## src/hdl/lfpd_pkg.sv

```systemverilog
// shared types and constants for the line follower pid drive
`timescale 1ns / 1ps

package lfpd_pkg;

    localparam int SAMPLE_W   = 7;
    localparam int GAIN_W     = 12;
    localparam int POWER_W    = 8;
    localparam int ERR_W      = 8;
    localparam int DIFF_W     = 9;
    localparam int CFG_IDX_W  = 3;
    localparam int CFG_DATA_W = 12;

    // register indexes
    localparam logic [CFG_IDX_W-1:0] CFG_STOP_THRESHOLD = 3'd0;
    localparam logic [CFG_IDX_W-1:0] CFG_LINE_CENTER    = 3'd1;
    localparam logic [CFG_IDX_W-1:0] CFG_GAIN_P         = 3'd2;
    localparam logic [CFG_IDX_W-1:0] CFG_GAIN_I         = 3'd3;
    localparam logic [CFG_IDX_W-1:0] CFG_GAIN_D         = 3'd4;
    localparam logic [CFG_IDX_W-1:0] CFG_BASE_POWER     = 3'd5;

    // register reset values
    localparam logic [SAMPLE_W-1:0] RST_STOP_THRESHOLD = 7'd30;
    localparam logic [SAMPLE_W-1:0] RST_LINE_CENTER    = 7'd32;
    localparam logic [GAIN_W-1:0]   RST_GAIN_P         = 12'd51;
    localparam logic [GAIN_W-1:0]   RST_GAIN_I         = 12'd26;
    localparam logic [GAIN_W-1:0]   RST_GAIN_D         = 12'd5;
    localparam logic [SAMPLE_W-1:0] RST_BASE_POWER     = 7'd30;

    // wheel power limit, percent
    localparam logic signed [POWER_W-1:0] POWER_LIM = 8'sd100;

    typedef struct packed {
        logic [SAMPLE_W-1:0] stop_threshold;
        logic [SAMPLE_W-1:0] line_center;
        logic [GAIN_W-1:0]   gain_p;
        logic [GAIN_W-1:0]   gain_i;
        logic [GAIN_W-1:0]   gain_d;
        logic [SAMPLE_W-1:0] base_power;
    } t_cfg;

    typedef struct packed {
        logic signed [POWER_W-1:0] left;
        logic signed [POWER_W-1:0] right;
        logic                      stopped;
    } t_drive;

endpackage

```

## src/hdl/lfpd_cfg_regs.sv

```systemverilog
// configuration register file of the line follower pid drive
`timescale 1ns / 1ps

module lfpd_cfg_regs (
    input  logic                            i_clk,
    input  logic                            i_rst_n,
    input  logic                            i_cfg_we,
    input  logic [lfpd_pkg::CFG_IDX_W-1:0]  i_cfg_idx,
    input  logic [lfpd_pkg::CFG_DATA_W-1:0] i_cfg_data,
    output lfpd_pkg::t_cfg                  o_cfg
);
    import lfpd_pkg::*;

    t_cfg r_cfg;
    t_cfg n_cfg;

    always_comb begin
        n_cfg = r_cfg;
        if (i_cfg_we) begin
            unique case (i_cfg_idx)
                CFG_STOP_THRESHOLD: n_cfg.stop_threshold = i_cfg_data[SAMPLE_W-1:0];
                CFG_LINE_CENTER:    n_cfg.line_center    = i_cfg_data[SAMPLE_W-1:0];
                CFG_GAIN_P:         n_cfg.gain_p         = i_cfg_data[GAIN_W-1:0];
                CFG_GAIN_I:         n_cfg.gain_i         = i_cfg_data[GAIN_W-1:0];
                CFG_GAIN_D:         n_cfg.gain_d         = i_cfg_data[GAIN_W-1:0];
                CFG_BASE_POWER:     n_cfg.base_power     = i_cfg_data[SAMPLE_W-1:0];
                default:            n_cfg = r_cfg;
            endcase
        end
    end

    always_ff @(posedge i_clk) begin
        if (!i_rst_n) begin
            r_cfg.stop_threshold <= RST_STOP_THRESHOLD;
            r_cfg.line_center    <= RST_LINE_CENTER;
            r_cfg.gain_p         <= RST_GAIN_P;
            r_cfg.gain_i         <= RST_GAIN_I;
            r_cfg.gain_d         <= RST_GAIN_D;
            r_cfg.base_power     <= RST_BASE_POWER;
        end else begin
            r_cfg <= n_cfg;
        end
    end

    assign o_cfg = r_cfg;

endmodule

```

## src/hdl/lfpd_pid_core.sv

```systemverilog
// pid datapath: error, integral, derivative, correction and wheel power limits
`timescale 1ns / 1ps

module lfpd_pid_core #(
    parameter int SUM_WIDTH = 16
) (
    input  lfpd_pkg::t_cfg                        i_cfg,
    input  logic [lfpd_pkg::SAMPLE_W-1:0]         i_line,
    input  logic [lfpd_pkg::SAMPLE_W-1:0]         i_stop,
    input  logic signed [SUM_WIDTH-1:0]           i_sum,
    input  logic signed [lfpd_pkg::ERR_W-1:0]     i_last,
    output logic signed [SUM_WIDTH-1:0]           o_sum,
    output logic signed [lfpd_pkg::ERR_W-1:0]     o_last,
    output lfpd_pkg::t_drive                      o_drive
);
    import lfpd_pkg::*;

    localparam int P_W   = GAIN_W + 1 + ERR_W;
    localparam int I_W   = GAIN_W + 1 + SUM_WIDTH;
    localparam int D_W   = GAIN_W + 1 + DIFF_W;
    localparam int ACC_W = SUM_WIDTH + GAIN_W + 3;
    localparam int PWR_W = ACC_W - 7;

    localparam logic signed [SUM_WIDTH:0] SUM_MAX = {2'b00, {(SUM_WIDTH-1){1'b1}}};
    localparam logic signed [SUM_WIDTH:0] SUM_MIN = -SUM_MAX;

    logic                       stop_hit;
    logic signed [ERR_W-1:0]    err;
    logic signed [DIFF_W-1:0]   diff;
    logic signed [SUM_WIDTH:0]  sum_ext;
    logic signed [SUM_WIDTH:0]  sum_sat;
    logic signed [GAIN_W:0]     gp_s, gi_s, gd_s;
    logic signed [P_W-1:0]      p_prod;
    logic signed [I_W-1:0]      i_prod;
    logic signed [D_W-1:0]      d_prod;
    logic signed [ACC_W-1:0]    acc;
    logic signed [ACC_W-9:0]    corr;
    logic signed [PWR_W-1:0]    base_ext, left_w, right_w, lim_hi, lim_lo;
    logic signed [POWER_W-1:0]  left_sat, right_sat;

    assign stop_hit = (i_stop >= i_cfg.stop_threshold);

    assign err  = $signed({1'b0, i_cfg.line_center}) - $signed({1'b0, i_line});
    assign diff = DIFF_W'(err) - DIFF_W'(i_last);

    // integral saturates symmetrically
    assign sum_ext = (SUM_WIDTH+1)'(i_sum) + (SUM_WIDTH+1)'(err);
    always_comb begin
        priority if (sum_ext > SUM_MAX) begin
            sum_sat = SUM_MAX;
        end else if (sum_ext < SUM_MIN) begin
            sum_sat = SUM_MIN;
        end else begin
            sum_sat = sum_ext;
        end
    end

    // three independent products, unsigned gains made signed
    assign gp_s   = $signed({1'b0, i_cfg.gain_p});
    assign gi_s   = $signed({1'b0, i_cfg.gain_i});
    assign gd_s   = $signed({1'b0, i_cfg.gain_d});
    assign p_prod = P_W'(gp_s) * P_W'(err);
    assign i_prod = I_W'(gi_s) * I_W'(sum_sat);
    assign d_prod = D_W'(gd_s) * D_W'(diff);

    assign acc  = ACC_W'(p_prod) + ACC_W'(i_prod) + ACC_W'(d_prod);
    // dropping the low byte of a signed value rounds toward minus infinity
    assign corr = acc[ACC_W-1:8];

    assign base_ext = $signed({{(PWR_W-SAMPLE_W){1'b0}}, i_cfg.base_power});
    assign left_w   = base_ext - PWR_W'(corr);
    assign right_w  = base_ext + PWR_W'(corr);
    assign lim_hi   = PWR_W'(POWER_LIM);
    assign lim_lo   = -lim_hi;

    always_comb begin
        priority if (left_w > lim_hi) begin
            left_sat = POWER_LIM;
        end else if (left_w < lim_lo) begin
            left_sat = -POWER_LIM;
        end else begin
            left_sat = left_w[POWER_W-1:0];
        end
        priority if (right_w > lim_hi) begin
            right_sat = POWER_LIM;
        end else if (right_w < lim_lo) begin
            right_sat = -POWER_LIM;
        end else begin
            right_sat = right_w[POWER_W-1:0];
        end
    end

    always_comb begin
        if (stop_hit) begin
            o_sum           = '0;
            o_last          = '0;
            o_drive.left    = '0;
            o_drive.right   = '0;
            o_drive.stopped = 1'b1;
        end else begin
            o_sum           = sum_sat[SUM_WIDTH-1:0];
            o_last          = err;
            o_drive.left    = left_sat;
            o_drive.right   = right_sat;
            o_drive.stopped = 1'b0;
        end
    end

endmodule

```

## src/hdl/line_follow_pid_drive.sv

```systemverilog
// top level of the pid line follower with differential drive outputs
`timescale 1ns / 1ps

// path: an accepted item lands in the input register, its result is then registered in
//   the result register and shown from then on
// throughput: one item per cycle while the drive side does not stall; the integral and
//   previous error close their loop through the combinational pid datapath
// reset: synchronous active low; clears valids, integral, previous error, and loads
//   the register defaults

module line_follow_pid_drive #(
    parameter int SUM_WIDTH = 16
) (
    input  logic                               i_clk,
    input  logic                               i_rst_n,
    // configuration write port
    input  logic                               i_cfg_we,
    input  logic [lfpd_pkg::CFG_IDX_W-1:0]     i_cfg_idx,
    input  logic [lfpd_pkg::CFG_DATA_W-1:0]    i_cfg_data,
    // sensor item channel
    input  logic                               i_in_valid,
    output logic                               o_in_stall,
    input  logic [lfpd_pkg::SAMPLE_W-1:0]      i_line_sample,
    input  logic [lfpd_pkg::SAMPLE_W-1:0]      i_stop_sample,
    // drive item channel
    output logic                               o_out_valid,
    input  logic                               i_out_stall,
    output logic signed [lfpd_pkg::POWER_W-1:0] o_left_power,
    output logic signed [lfpd_pkg::POWER_W-1:0] o_right_power,
    output logic                               o_stopped
);
    import lfpd_pkg::*;

    t_cfg cfg;

    // input register
    logic                      r_in_valid;
    logic [SAMPLE_W-1:0]       r_line;
    logic [SAMPLE_W-1:0]       r_stop;

    // controller state
    logic signed [SUM_WIDTH-1:0] r_sum;
    logic signed [ERR_W-1:0]     r_last;
    logic signed [SUM_WIDTH-1:0] n_sum;
    logic signed [ERR_W-1:0]     n_last;

    // result register
    logic                      r_out_valid;
    t_drive                    r_drive;
    t_drive                    n_drive;

    logic                      out_free;
    logic                      advance;
    logic                      in_accept;

    lfpd_cfg_regs u_cfg (
        .i_clk      (i_clk),
        .i_rst_n    (i_rst_n),
        .i_cfg_we   (i_cfg_we),
        .i_cfg_idx  (i_cfg_idx),
        .i_cfg_data (i_cfg_data),
        .o_cfg      (cfg)
    );

    lfpd_pid_core #(
        .SUM_WIDTH (SUM_WIDTH)
    ) u_core (
        .i_cfg   (cfg),
        .i_line  (r_line),
        .i_stop  (r_stop),
        .i_sum   (r_sum),
        .i_last  (r_last),
        .o_sum   (n_sum),
        .o_last  (n_last),
        .o_drive (n_drive)
    );

    // the result register frees up when empty or when its item is taken
    assign out_free   = !r_out_valid || !i_out_stall;
    // the item in the input register moves on and commits its state update
    assign advance    = r_in_valid && out_free;
    // stall only while a held item cannot move on
    assign o_in_stall = r_in_valid && !out_free;
    assign in_accept  = i_in_valid && !o_in_stall;

    always_ff @(posedge i_clk) begin
        if (!i_rst_n) begin
            r_in_valid <= 1'b0;
        end else if (in_accept) begin
            r_in_valid <= 1'b1;
        end else if (advance) begin
            r_in_valid <= 1'b0;
        end
    end

    always_ff @(posedge i_clk) begin
        if (in_accept) begin
            r_line <= i_line_sample;
            r_stop <= i_stop_sample;
        end
    end

    // integral and previous error follow the items in order
    always_ff @(posedge i_clk) begin
        if (!i_rst_n) begin
            r_sum  <= '0;
            r_last <= '0;
        end else if (advance) begin
            r_sum  <= n_sum;
            r_last <= n_last;
        end
    end

    always_ff @(posedge i_clk) begin
        if (!i_rst_n) begin
            r_out_valid <= 1'b0;
        end else if (out_free) begin
            r_out_valid <= r_in_valid;
        end
    end

    always_ff @(posedge i_clk) begin
        if (advance) begin
            r_drive <= n_drive;
        end
    end

    assign o_out_valid   = r_out_valid;
    assign o_left_power  = r_drive.left;
    assign o_right_power = r_drive.right;
    assign o_stopped     = r_drive.stopped;

    // integral never leaves its symmetric limit
    a_sum_range: assert property (@(posedge i_clk) disable iff (!i_rst_n)
        (r_sum != {1'b1, {(SUM_WIDTH-1){1'b0}}}))
        else $error("integral reached the negative extreme");

    // a stop item clears the controller state
    a_stop_clears: assert property (@(posedge i_clk) disable iff (!i_rst_n)
        (advance && n_drive.stopped) |=> (r_sum == '0 && r_last == '0))
        else $error("stop item did not clear integral and previous error");

    // a stopped result carries zero power
    a_stop_zero: assert property (@(posedge i_clk) disable iff (!i_rst_n)
        (r_out_valid && r_drive.stopped) |-> (r_drive.left == '0 && r_drive.right == '0))
        else $error("stopped result with nonzero power");

    // wheel power stays within the drive limit
    a_power_range: assert property (@(posedge i_clk) disable iff (!i_rst_n)
        r_out_valid |-> (r_drive.left <= POWER_LIM && r_drive.left >= -POWER_LIM
                         && r_drive.right <= POWER_LIM && r_drive.right >= -POWER_LIM))
        else $error("wheel power out of range");

    // the input side stalls only behind a full and stalled result register
    a_stall_cause: assert property (@(posedge i_clk) disable iff (!i_rst_n)
        o_in_stall |-> (r_out_valid && i_out_stall && r_in_valid))
        else $error("input stalled without a blocked result");

endmodule

```

## config.mk

```make
export PLATFORM = sky130hd
export DESIGN_NAME = line_follow_pid_drive
export DESIGN_NICKNAME = d
export VERILOG_FILES = /design/src/hdl/lfpd_pkg.sv /design/src/hdl/lfpd_cfg_regs.sv /design/src/hdl/lfpd_pid_core.sv /design/src/hdl/line_follow_pid_drive.sv
export SDC_FILE = /design/constraint.sdc
export NUM_CORES = 1
export LEC_CHECK = 0
export BUFFER_PORTS_ARGS = -buffer_cell sky130_fd_sc_hd__buf_2
export CORE_ASPECT_RATIO = 0.7
export CORE_MARGIN = 2
export CORE_UTILIZATION = 29
export CTS_BUF_LIST = sky130_fd_sc_hd__clkbuf_4
export CTS_CLUSTER_DIAMETER = 30
export DETAILED_ROUTE_END_ITERATION = 8
export GPL_TIMING_DRIVEN = 0
export SLEW_MARGIN = 20
export SYNTH_ARGS = -nofsm -noshare
export SYNTH_HDL_FRONTEND = slang
export SYNTH_SLANG_ARGS = --single-unit
export TNS_END_PERCENT = 20
```

## constraint.sdc

```tcl
create_clock -name i_clk -period 24.1 [get_ports i_clk]
set_input_delay 4.82 -clock i_clk [delete_from_list [all_inputs] [get_ports i_clk]]
set_output_delay 4.82 -clock i_clk [all_outputs]
set_load 0.02 [all_outputs]
```

==> results.json <==
{
  "synthFlopType": "dfxtp_1",
  "yosysWarnings": 0,
  "gp_congestion": 0.931,
  "grt_max_degree": 27,
  "num_io_pins": 53,
  "run_status": "finished clean",
  "path_class": "flip-flop to flip-flop",
  "cpPeakStageDelay_ns": 0.84,
  "htreeDepth": 4,
  "grt_setup_unrepaired": "no",
  "period_share": 0.822,
  "yosys.cell_types.count": 85,
  "tightest_slew_ns": 1.25,
  "clockBufferDepth": 2,
  "portBuffers": 51,
  "maxCapViolCount": 0,
  "path_max_fanout": 11,
  "yosys-top-cells-area": "fa_1, ha_1, inv_1",
  "final-hold-violation-count": 0,
  "firstDrtPassIters": 5,
  "avgSynthCellArea_um2": 8.50,
  "setup_tns_ns": 0,
  "async_flop_share": 0,
  "synth_nets": 3441,
  "skew_ns": 0.0398,
  "timing.rr.start": "r_line[0]",
  "postCtsSetupRepairBufs": 0,
  "dieArea_um2": 84300,
  "postRouteAntennaNets": 0,
  "ys_seq_area_frac": 0.109,
  "yosys_register_bits": 114,
  "nets": 3511,
  "max_slew_margin": 0.155,
  "track_usage": 0.171,
  "wl_per_cell_um": 18.2,
  "synth_edf_count": 31,
  "hp-start": "u_cfg.o_cfg[55]",
  "clk_pin_slew_ns": 0.14,
  "insertion_delay_ns": 0.57,
  "cts_inserted_buffers": 17,
  "start_kind": "flip-flop",
  "dp_hpwl_mm": 61.4,
  "layout_common_cells": "inv_1, nand2_1, fa_1, ha_1, and2_1",
  "netlist_area_um2": 23800,
  "drive_above_1_share": 0.0445,
  "routed_wl_mm": 71.9,
  "synth_top_cell_by_area": "fa_1",
  "area_growth_syn_to_layout_pct": 8.01,
  "period_minus_slack_ns": 19.82,
  "post-route-drc-count": 0,
  "syn_inst": 2796,
  "tritoncts": "yes",
  "critPathSlowestCell": "o21ai_0",
  "min_path_type": "flip-flop to flip-flop",
  "grt_first_pass_wirelength_mm": 112,
  "die_x_um": 346,
  "finalSetupViolations": 0,
  "synth.top_cell.area_share": 0.318,
  "worstPathRequired_ns": 24.45,
  "critPathArrivalTime_ns": 20.17,
  "die_y_um": 244,
  "post_cts_resized": 0,
  "startpoint": "r_line[0]",
  "clock-sinks": 114,
  "drt_iter0_drc": 1623,
  "antenna_found_initial": 8,
  "root_buffer": "clkbuf_4",
  "overflow": 0,
  "start_util": 0.294,
  "vias_per_cell": 4.91,
  "final_common_cell": "inv_1",
  "rows": 87,
  "core_area_um2": 80900,
  "grt_pass1_vias": 18740,
  "max_clock_freq_mhz": 50.5,
  "drv_slew": 0,
  "num_vias": 19396,
  "postCtsHoldBufs": 0,
  "crit_path_frequent_cell": "fa_1",
  "critPathCaptureType": "flip-flop"
}
-- layer usage --
layer	GRT usage	up-vias	wire, um
met5	0	-	59
met4	0.0254	10	834
met3	0.0468	60	7470
met2	0.224	759	27300
met1	0.275	9543	36200
li1	-	9024	-
-- final cells by class --
type,instances,area (um^2)
Fill cell,8566,55200
Multi-Input combinational cell,2025,18700
Sequential cell,114,2590
Inverter,542,2030
Tap cell,1068,1340
Buffer,115,438
Timing Repair Buffer,51,255
Clock inverter,15,173
Clock buffer,17,128
Antenna cell,2,5.00
-- worst max-delay path: cells and delay by family (launching register included) --
family                   cells  cell delay (ns)
buffers and inverters       11             2.12
XOR/XNOR                     4             1.83
AND/OR/NAND/NOR             14             2.82
flip-flops                   1             0.39
adder cells (fa/ha/maj)     18             7.45
AO/OA/AOI/OAI               15             4.96
-- Yosys cell counts, types with 5 or more instances --
cell type and instances:
a41oi_1 6, ha_1 233, nand4_1 19, nor3b_1 6, nand2b_1 44, o41ai_1 5
nand2_1 381, o21ai_0 63, o2bb2ai_1 6, o21bai_1 13, a21oi_1 83, xnor2_1 63
mux2i_1 5, and3_1 12, dfxtp_1 83, nor3_1 32, buf_1 5, inv_1 541
nand3_1 60, a221o_1 12, o211ai_1 9, a21o_1 35, o2111ai_1 9, and2_1 201
a31oi_1 14, edfxtp_1 31, a22o_1 5, o21a_1 15, o31a_1 6, or3_1 8
fa_1 378, nor2_1 84, or2_2 16, a211oi_1 11, a21boi_0 51, and4_1 5
nor4_1 9, xor2_1 18, nor2b_1 28, clkbuf_1 106
-- cells by family (layout without fill, tap and decap cells) --
family	count (synthesis)	after routing	share of synthesized area
xor+xnor	81	81	0.0298
fa+ha+maj	611	611	0.441
mux	8	8	0.00353
compound gates	400	400	0.119
flops	114	114	0.109
simple gates	925	925	0.194
other cells	0	2	0
buf+inv	657	740	0.104
-- metrics by stage --
| step | hold slack [ns] | utilization | instance area [um^2] | worst slack, ns | std cells |
|---|---|---|---|---|---|
| CTS | 0.475 | 0.317 | 25700 | 4.87 | 3947 |
| finish | 0.472 | 0.318 | 25700 | 4.28 | 3949 |
| floorplan | 0.441 | - | 23800 | 8.60 | 2796 |
| global placement | 0.451 | 0.314 | 25400 | 4.98 | 3915 |
| global route | 0.496 | 0.317 | 25700 | 3.06 | 3948 |
| detailed placement | 0.459 | 0.314 | 25400 | 4.96 | 3915 |
-- sequential cells by signal, summed over array words and instances, names as in the netlist --
register	flops
r_in_valid	1
o_out_valid	1
o_right_power	8
r_last	8
r_stop	7
u_cfg.o_cfg	57
r_sum	16
o_stopped	1
o_left_power	8
r_line	7
-- path summary, 6_finish.rpt --
check	to	slack (ns)	depth (start not counted)
hold / removal	u_cfg.o_cfg[55]	0.47	2
hold reg to reg	u_cfg.o_cfg[55]	0.47	2
setup reg to reg	o_right_power[3]	4.28	62
setup / recovery	o_right_power[3]	4.28	62
Power is not shown: default switching activity piles up to over one toggle a cycle in this logic, so the estimate is an artifact.
